==> config.mk <==
export PLATFORM = sky130hd
export DESIGN_NAME = http_chunked_body_decoder_top
export DESIGN_NICKNAME = d
export VERILOG_FILES = /design/src/sv/hcbd_pkg.sv /design/src/sv/http_chunked_body_decoder_top.sv
export VERILOG_INCLUDE_DIRS = /design/src /design/src/sv
export SDC_FILE = /design/constraint.sdc
export NUM_CORES = 1
export LEC_CHECK = 0
export BUFFER_PORTS_ARGS = -buffer_cell sky130_fd_sc_hd__buf_2
export CORE_MARGIN = 5
export CORE_UTILIZATION = 40
export DETAILED_ROUTE_END_ITERATION = 8
export GPL_ROUTABILITY_DRIVEN = 0
export PLACE_DENSITY = 0.63
export SLEW_MARGIN = 0
export SYNTH_ARGS = -nofsm -noshare
export SYNTH_HDL_FRONTEND = slang
export SYNTH_SLANG_ARGS = --single-unit
export TNS_END_PERCENT = 10
==> constraint.sdc <==
create_clock -name clk -period 3.95 [get_ports clk]
set_clock_uncertainty 0.1 [all_clocks]
set_input_delay 0.1975 -clock clk [delete_from_list [all_inputs] [get_ports clk]]
set_output_delay 0.1975 -clock clk [all_outputs]
set_load 0.05 [all_outputs]
==> src/sv/http_chunked_body_decoder_top_defines.svh <==
// Assertion macros for the chunked body decoder.
// Included by the top level; no other dependencies.
`ifndef HTTP_CHUNKED_BODY_DECODER_TOP_DEFINES_SVH
`define HTTP_CHUNKED_BODY_DECODER_TOP_DEFINES_SVH

// Same-cycle implication, disabled during reset
`define HCBD_ASSERT_NOW(label, ante, cons, msg) \
  label: assert property (@(posedge clk) disable iff (!rst_n) (ante) |-> (cons)) \
    else $error(msg);

// Next-cycle implication, disabled during reset
`define HCBD_ASSERT_NEXT(label, ante, cons, msg) \
  label: assert property (@(posedge clk) disable iff (!rst_n) (ante) |=> (cons)) \
    else $error(msg);

`endif

==> src/sv/hcbd_pkg.sv <==
// Shared types, codes and character helpers for the chunked body decoder.
// No dependencies.
package hcbd_pkg;

  // Default width of the chunk size counter
  localparam int SIZE_BITS_DEF = 32;

  // Result kinds
  localparam logic [1:0] KIND_DATA = 2'd0;
  localparam logic [1:0] KIND_END  = 2'd1;
  localparam logic [1:0] KIND_ERR  = 2'd2;

  // Error codes
  localparam logic [2:0] ERR_NO_LINE_END = 3'd0;
  localparam logic [2:0] ERR_NO_DIGITS   = 3'd1;
  localparam logic [2:0] ERR_OVERFLOW    = 3'd2;
  localparam logic [2:0] ERR_TRAILER     = 3'd3;
  localparam logic [2:0] ERR_TRUNCATED   = 3'd4;
  localparam logic [2:0] ERR_SEPARATOR   = 3'd5;

  // Characters of interest
  localparam logic [7:0] CHAR_CR   = 8'h0D;
  localparam logic [7:0] CHAR_LF   = 8'h0A;
  localparam logic [7:0] CHAR_SEMI = 8'h3B;

  // One result transaction
  typedef struct packed {
    logic [1:0] kind;
    logic [2:0] code;
    logic [7:0] data;
  } res_t;

  // ASCII hex digit test
  function automatic logic is_hex(input logic [7:0] c);
    return (c >= 8'h30 && c <= 8'h39) || (c >= 8'h61 && c <= 8'h66) ||
           (c >= 8'h41 && c <= 8'h46);
  endfunction

  // Hex digit value, valid only when is_hex holds
  function automatic logic [3:0] hex_val(input logic [7:0] c);
    logic [7:0] v;
    if (c <= 8'h39) begin
      v = c - 8'h30;
    end else if (c >= 8'h61) begin
      v = c - 8'h57;
    end else begin
      v = c - 8'h37;
    end
    return v[3:0];
  endfunction

  // Space, tab, LF, VT, FF, CR
  function automatic logic is_space(input logic [7:0] c);
    return (c == 8'h20) || (c >= 8'h09 && c <= 8'h0D);
  endfunction

endpackage

==> src/sv/http_chunked_body_decoder_top.sv <==
// Results are registered (in the skid register while the output stalls).
// Throughput: one input byte per cycle while the skid register is empty; the parser
// state updates in the cycle of acceptance, and a one-entry skid register behind
// the result register keeps in_tready high while one result waits for out_tready.
// Reset: synchronous, active low; parser returns to size-line parsing, buffers empty.
// Depends on hcbd_pkg and http_chunked_body_decoder_top_defines.svh.
`include "http_chunked_body_decoder_top_defines.svh"

module http_chunked_body_decoder_top
  import hcbd_pkg::*;
#(
  parameter int SIZE_BITS = SIZE_BITS_DEF
) (
  input  logic        clk,
  input  logic        rst_n,
  input  logic        in_tvalid,
  output logic        in_tready,
  input  logic [7:0]  in_tdata,   // [7:0] body_byte
  input  logic        in_tlast,   // final_byte
  output logic        out_tvalid,
  input  logic        out_tready,
  output logic [15:0] out_tdata,  // [7:0] data_out, [10:8] err_code, [15:11] zero
  output logic [1:0]  out_tuser   // [1:0] result_kind
);

  typedef enum logic [2:0] {
    PH_SIZE, PH_DATA, PH_SEP_CR, PH_SEP_LF, PH_TRAILER, PH_DONE, PH_HALT
  } phase_t;

  phase_t                 phase_r, phase_nxt;
  logic [SIZE_BITS-1:0]   bytes_r, bytes_nxt;
  logic                   saw_r, saw_nxt;
  logic                   closed_r, closed_nxt;
  logic                   ext_r, ext_nxt;
  logic                   pend_r, pend_nxt;
  logic                   ovf_r, ovf_nxt;

  logic                   in_acc;
  logic                   res_vld;
  res_t                   res;
  logic                   out_valid_r, skid_valid_r;
  res_t                   out_r, skid_r;

  assign in_tready = !skid_valid_r;
  assign in_acc    = in_tvalid && in_tready;

  // Parser next state and result
  always_comb begin
    phase_nxt  = phase_r;
    bytes_nxt  = bytes_r;
    saw_nxt    = saw_r;
    closed_nxt = closed_r;
    ext_nxt    = ext_r;
    pend_nxt   = pend_r;
    ovf_nxt    = ovf_r;
    res_vld    = 1'b0;
    res.kind   = KIND_DATA;
    res.code   = ERR_NO_LINE_END;
    res.data   = '0;
    if (in_acc) begin
      unique case (phase_r)
        PH_SIZE: begin
          if (pend_r && in_tdata == CHAR_LF) begin
            // line end
            saw_nxt    = 1'b0;
            closed_nxt = 1'b0;
            ext_nxt    = 1'b0;
            pend_nxt   = 1'b0;
            ovf_nxt    = 1'b0;
            if (!saw_r) begin
              res_vld   = 1'b1;
              res.kind  = KIND_ERR;
              res.code  = ERR_NO_DIGITS;
              phase_nxt = PH_HALT;
            end else if (ovf_r) begin
              res_vld   = 1'b1;
              res.kind  = KIND_ERR;
              res.code  = ERR_OVERFLOW;
              phase_nxt = PH_HALT;
            end else if (bytes_r == '0) begin
              phase_nxt = PH_TRAILER;
            end else begin
              phase_nxt = PH_DATA;
            end
          end else begin
            // lone CR acts as whitespace: closes digits once any were seen
            if (pend_r && !ext_r && !closed_r && saw_r) begin
              closed_nxt = 1'b1;
            end
            pend_nxt = 1'b0;
            if (in_tdata == CHAR_CR) begin
              pend_nxt = 1'b1;
            end else if (!ext_nxt) begin
              if (in_tdata == CHAR_SEMI) begin
                ext_nxt = 1'b1;
              end else if (!closed_nxt) begin
                if (is_hex(in_tdata)) begin
                  saw_nxt = 1'b1;
                  if (!ovf_r) begin
                    if (bytes_r[SIZE_BITS-1:SIZE_BITS-4] != 4'd0) begin
                      ovf_nxt = 1'b1;
                    end else begin
                      bytes_nxt = {bytes_r[SIZE_BITS-5:0], hex_val(in_tdata)};
                    end
                  end
                end else if (!(is_space(in_tdata) && !saw_r)) begin
                  closed_nxt = 1'b1;
                end
              end
            end
          end
        end
        PH_DATA: begin
          res_vld  = 1'b1;
          res.kind = KIND_DATA;
          res.data = in_tdata;
          if (bytes_r != '0) begin
            bytes_nxt = bytes_r - SIZE_BITS'(1);
          end
          if (bytes_r <= SIZE_BITS'(1)) begin
            phase_nxt = PH_SEP_CR;
          end
        end
        PH_SEP_CR: begin
          if (in_tdata == CHAR_CR) begin
            phase_nxt = PH_SEP_LF;
          end else begin
            res_vld   = 1'b1;
            res.kind  = KIND_ERR;
            res.code  = in_tlast ? ERR_TRUNCATED : ERR_SEPARATOR;
            phase_nxt = PH_HALT;
          end
        end
        PH_SEP_LF: begin
          if (in_tdata == CHAR_LF) begin
            phase_nxt  = PH_SIZE;
            bytes_nxt  = '0;
            saw_nxt    = 1'b0;
            closed_nxt = 1'b0;
            ext_nxt    = 1'b0;
            pend_nxt   = 1'b0;
            ovf_nxt    = 1'b0;
          end else begin
            res_vld   = 1'b1;
            res.kind  = KIND_ERR;
            res.code  = ERR_SEPARATOR;
            phase_nxt = PH_HALT;
          end
        end
        PH_TRAILER: begin
          if (pend_r && in_tdata == CHAR_LF) begin
            pend_nxt  = 1'b0;
            res_vld   = 1'b1;
            res.kind  = KIND_END;
            phase_nxt = PH_DONE;
          end else begin
            pend_nxt = (in_tdata == CHAR_CR);
          end
        end
        default: begin
          // done or halted: bytes are dropped
        end
      endcase

      // final byte with the body still open
      if (in_tlast && phase_nxt != PH_DONE && phase_nxt != PH_HALT) begin
        res_vld  = 1'b1;
        res.kind = KIND_ERR;
        res.data = '0;
        priority if (phase_nxt == PH_SIZE) begin
          res.code = ERR_NO_LINE_END;
        end else if (phase_nxt == PH_TRAILER) begin
          res.code = ERR_TRAILER;
        end else begin
          res.code = ERR_TRUNCATED;
        end
        phase_nxt = PH_HALT;
      end
    end
  end

  // Parser state
  always_ff @(posedge clk) begin
    if (!rst_n) begin
      phase_r  <= PH_SIZE;
      bytes_r  <= '0;
      saw_r    <= 1'b0;
      closed_r <= 1'b0;
      ext_r    <= 1'b0;
      pend_r   <= 1'b0;
      ovf_r    <= 1'b0;
    end else begin
      phase_r  <= phase_nxt;
      bytes_r  <= bytes_nxt;
      saw_r    <= saw_nxt;
      closed_r <= closed_nxt;
      ext_r    <= ext_nxt;
      pend_r   <= pend_nxt;
      ovf_r    <= ovf_nxt;
    end
  end

  // Result register and skid register: valid flags
  always_ff @(posedge clk) begin
    if (!rst_n) begin
      out_valid_r  <= 1'b0;
      skid_valid_r <= 1'b0;
    end else if (out_tready || !out_valid_r) begin
      if (skid_valid_r) begin
        out_valid_r  <= 1'b1;
        skid_valid_r <= 1'b0;
      end else begin
        out_valid_r <= res_vld;
      end
    end else if (res_vld) begin
      skid_valid_r <= 1'b1;
    end
  end

  // Result register and skid register: payload
  always_ff @(posedge clk) begin
    if (out_tready || !out_valid_r) begin
      out_r <= skid_valid_r ? skid_r : res;
    end else if (res_vld) begin
      skid_r <= res;
    end
  end

  assign out_tvalid = out_valid_r;
  assign out_tdata  = {5'd0, out_r.code, out_r.data};
  assign out_tuser  = out_r.kind;

  // Checks
  `HCBD_ASSERT_NOW(a_skid_behind_out, skid_valid_r, out_valid_r,
    "skid register holds a result while the result register is empty")
  `HCBD_ASSERT_NOW(a_data_count_nonzero, phase_r == PH_DATA, bytes_r != '0,
    "data phase entered with a zero byte count")
  `HCBD_ASSERT_NEXT(a_stopped_stays,
    phase_r == PH_DONE || phase_r == PH_HALT, phase_r == $past(phase_r),
    "parser left its terminal phase without reset")

endmodule
==> flow_summary.html <==
<table>
<tr><th>Metric</th><th>Value</th></tr>
<tr><th colspan="2">Finish</th></tr>
<tr><td>Layout cells sized above 1</td><td>14.0%</td></tr>
<tr><td>Most frequent standard cell in the layout excluding fill and tap cells</td><td>nand2_1</td></tr>
<tr><td>Post-layout utilization of the core</td><td>44.6%</td></tr>
<tr><td>Commonest non-fill, non-tap cells in the layout</td><td>59 x nand2_1, 54 x nor2_1, 47 x a21oi_1</td></tr>
<tr><td>Area grow syn2layout</td><td>8.68%</td></tr>
<tr><td>Final cell count without fillers</td><td>663</td></tr>
<tr><td>Number of filler instances in the final layout</td><td>1015</td></tr>
<tr><td>Number of nets in the final layout</td><td>541</td></tr>
<tr><td>Ant. Diodes</td><td>0</td></tr>
<tr><th colspan="2">Timing</th></tr>
<tr><td>Final Hold Viols</td><td>0</td></tr>
<tr><td>Setup Total Neg Slack</td><td>0 ns</td></tr>
<tr><td>Max Slew Vio Count</td><td>0</td></tr>
<tr><td>Share of the cycle needed by the critical path after routing</td><td>75.5%</td></tr>
<tr><td>Setup-violating endpoint count in the final report</td><td>0</td></tr>
<tr><td>Least-Margin Pin Slew</td><td>1.05 ns</td></tr>
<tr><td>Max-slew headroom</td><td>29.6%</td></tr>
<tr><td>Unrepaired setup endpoints after global routing</td><td>no</td></tr>
<tr><td>Peak Freq</td><td>335 MHz</td></tr>
<tr><td>Post-route minimum period</td><td>2.98 ns</td></tr>
<tr><td>Worst hold slack</td><td>0.0557 ns</td></tr>
<tr><th colspan="2">GRT</th></tr>
<tr><td>GRT overflow</td><td>0</td></tr>
<tr><td>Maximum number of pins on one net before global-route repair</td><td>36</td></tr>
<tr><td>GRT Overall Usage</td><td>16.7%</td></tr>
<tr><td>Wire length of the first global-routing pass</td><td>17500 um</td></tr>
<tr><td>Vias in the first global route</td><td>3543</td></tr>
<tr><td>Antenna violations before repair</td><td>0</td></tr>
<tr><th colspan="2">Yosys</th></tr>
<tr><td>Netlist cell types</td><td>71</td></tr>
<tr><td>Async set-or-reset flop fraction in the synthesized netlist</td><td>0%</td></tr>
<tr><td>Synth Instances</td><td>507</td></tr>
<tr><td>Mean Syn Cell Area</td><td>8.36 um^2</td></tr>
<tr><td>Summed instance area of the synthesized netlist</td><td>4240 um^2</td></tr>
<tr><td>Yosys warning count</td><td>0</td></tr>
<tr><td>FF+latch count, synth</td><td>68</td></tr>
<tr><td>Sequential cell area fraction in the yosys report</td><td>38.2%</td></tr>
<tr><td>Flip-flop cell with the highest count after synthesis</td><td>dfxtp_1</td></tr>
<tr><td>EDFF count, synth</td><td>26</td></tr>
<tr><th colspan="2">Setup path</th></tr>
<tr><td>Critical path class</td><td>reg2reg</td></tr>
<tr><td>Largest driver fanout on the critical path</td><td>16</td></tr>
<tr><td>CP required</td><td>3.90 ns</td></tr>
<tr><td>Critical R2R Capture</td><td>skid_r[9]$_DFFE_PP_</td></tr>
<tr><td>Arrival time at the worst endpoint</td><td>2.94 ns</td></tr>
<tr><td>Critical path endpoint category</td><td>flop</td></tr>
<tr><td>Length in cells of the worst reg-to-reg path</td><td>8</td></tr>
<tr><td>Startpoint kind of the worst setup timing path</td><td>flop</td></tr>
<tr><td>Startpoint of the most critical register-to-register path</td><td>phase_r[0]$_SDFFE_PN0P_</td></tr>
<tr><td>Setup slack of the most critical reg-to-reg path</td><td>0.97 ns</td></tr>
<tr><th colspan="2">Drt</th></tr>
<tr><td>Number of nets still failing antenna checks after routing</td><td>0</td></tr>
<tr><td>Count of vias placed by the detailed router</td><td>3860</td></tr>
<tr><td>Iteration-0 DRC count of the detailed router</td><td>256</td></tr>
<tr><td>Via density</td><td>5.82</td></tr>
<tr><td>Routed wire per std cell</td><td>16.1 um</td></tr>
<tr><td>Number of search-and-repair iterations in the first detailed-routing pass</td><td>5</td></tr>
<tr><td>Wire length reported by the detailed router</td><td>10700 um</td></tr>
<tr><td>Number of remaining DRC errors</td><td>0</td></tr>
<tr><th colspan="2">Clock network</th></tr>
<tr><td>Setup Buffers After CTS</td><td>0</td></tr>
<tr><td>Clk buf depth</td><td>2</td></tr>
<tr><td>Sinks on Clock Net</td><td>68</td></tr>
<tr><td>H-tree lvl count</td><td>3</td></tr>
<tr><td>Quantity of hold-fixing buffers added after cts</td><td>0</td></tr>
<tr><td>TritonCTS clock tree</td><td>yes</td></tr>
<tr><td>Worst-Skew Late Latency</td><td>0.35 ns</td></tr>
<tr><td>Master cell of the clock root buffer</td><td>clkbuf_8</td></tr>
<tr><td>PostCTS Resize Cnt</td><td>0</td></tr>
<tr><td>Clock Pin Slew Worst Setup and Hold Paths</td><td>0.08 ns</td></tr>
<tr><td>Clock buffer count from CTS</td><td>9</td></tr>
<tr><th colspan="2">Run status</th></tr>
<tr><td>Run status</td><td>finished, final reports clean</td></tr>
<tr><th colspan="2">Min path</th></tr>
<tr><td>Classification of the worst-slack hold path</td><td>in2reg</td></tr>
<tr><td>Hold path startpoint</td><td>in_tvalid</td></tr>
<tr><td>Capture endpoint of the worst hold path</td><td>skid_valid_r$_SDFFE_PP0P_</td></tr>
<tr><td>Instance count along the most critical hold path</td><td>3</td></tr>
<tr><th colspan="2">Placement</th></tr>
<tr><td>Total instance count after detailed placement</td><td>647</td></tr>
<tr><td>Port buffer count</td><td>27</td></tr>
<tr><td>Half-perimeter wire length after detailed placement</td><td>7230 um</td></tr>
<tr><th colspan="2">Power and ir drop</th></tr>
<tr><td>P_leak</td><td>1.75 nW</td></tr>
<tr><td>Worst VDD drop</td><td>0.141 mV</td></tr>
<tr><td>Power per cell area</td><td>366 nW/um^2</td></tr>
<tr><th colspan="2">Floorplan</th></tr>
<tr><td>Floorplan die width</td><td>113 um</td></tr>
<tr><td>Starting utilization of the core area</td><td>41.1%</td></tr>
<tr><td>Die Area</td><td>12800 um^2</td></tr>
<tr><td>Die Y</td><td>113 um</td></tr>
<tr><td>Total number of placement rows</td><td>37</td></tr>
<tr><td>Core Box Area</td><td>10300 um^2</td></tr>
<tr><td>Top-Level Pins</td><td>33</td></tr>
<tr><th colspan="2">Job</th></tr>
<tr><td>Maximum capacitance violations</td><td>0</td></tr>
</table>
==> how the worst max path moves through the flow <==
stage | startpoint | to
finish | phase_r[0]$_SDFFE_PN0P_ | skid_r[9]$_DFFE_PP_
global route | phase_r[0]$_SDFFE_PN0P_ | skid_r[3]$_DFFE_PP_
CTS | bytes_r[12]$_SDFFE_PN0P_ | bytes_r[18]$_SDFFE_PN0P_
detailed placement | in_tdata[0] | skid_r[3]$_DFFE_PP_
global placement | in_tdata[1] | bytes_r[14]$_SDFFE_PN0P_
floorplan | in_tdata[0] | skid_r[0]$_DFFE_PP_
==> cells by family (layout without fill, tap and decap cells) <==
group                    after synthesis  count (layout)  synth area share (%)
AO/OA/AOI/OAI                        163             163                  25.0
XOR/XNOR                               7               7                  1.45
adder cells (fa/ha/maj)                6               6                  1.77
buffers and inverters                 45              61                  5.69
flip-flops                            68              68                  38.2
multiplexers                           2               2                 0.502
other                                  1               5                0.0884
AND/OR/NAND/NOR                      215             215                  27.3
==> synthesized netlist by cell type, drive strengths merged (7+ instances only) <==
library cell / instances / area share, %
a21o: 15 / 2.7
clkbuf: 15 / 1.3
nor2b: 7 / 1.0
inv: 9 / 0.80
nor3: 18 / 2.5
nor4: 13 / 3.0
o31ai: 7 / 1.2
and2: 9 / 1.3
nor2: 54 / 4.8
nand2b: 11 / 1.7
a21oi: 47 / 5.5
nand3: 9 / 1.1
dfxtp: 42 / 20
nand2: 59 / 5.2
buf: 20 / 3.5
o21ai: 43 / 5.3
edfxtp: 26 / 18
a31oi: 9 / 1.3
==> report_power, final <==
part | leakage [nW] | internal (mW) | switching [mW]
clock network | 0.0927 | 0.292 | 0.279
registers | 0.596 | 0.750 | 0.0195
logic | 1.06 | 0.105 | 0.242
==> through the flow <==
step | setup WS, ns | total power, mW | cell area, um^2
after global placement | 0.920 | 1.13 | 4420
after global routing | 0.745 | 1.77 | 4610
final | 0.967 | 1.69 | 4610
after floorplan | 0.528 | 1.06 | 4260
after CTS | 0.991 | 1.71 | 4610
after detailed placement | 0.879 | 1.13 | 4420
==> critical path, stage by stage (launching register included) <==
cell      delay [ns]
dfxtp_1         0.67
nor2b_1         0.52
nand2b_1        0.33
a21oi_1         0.31
nor3_4          0.11
o22ai_2         0.19
nor2_1          0.08
nor3_1          0.13
buf_4           0.25
==> flip-flops by register name, summed over array words and instances (netlist names) <==
| name | cells |
|---|---|
| out_tuser | 2 |
| out_tdata | 11 |
| bytes_r | 32 |
| skid_r | 13 |
| ovf_r | 1 |
| phase_r | 3 |
| pend_r | 1 |
| skid_valid_r | 1 |
| closed_r | 1 |
| ext_r | 1 |
| out_tvalid | 1 |
| saw_r | 1 |
==> final cells by class <==
type	instances	area (um^2)	area share (%)
multi-input cells	398	2390	51.9
inverters	10	37.5	0.815
well taps	136	170	3.69
flip-flops and latches	68	1620	35.2
clock buffers	10	128	2.77
clock inverters	6	63.8	1.38
repair buffers	35	195	4.24
==> per-layer routing <==
layer	wire length, um	global-route usage (%)	vias up
li1	-	-	1888
met1	4910	22.2	1826
met2	4970	27.0	130
met3	622	3.37	16
met4	152	6.09	0
met5	0	0	-
(Power assumes the default switching activity.)
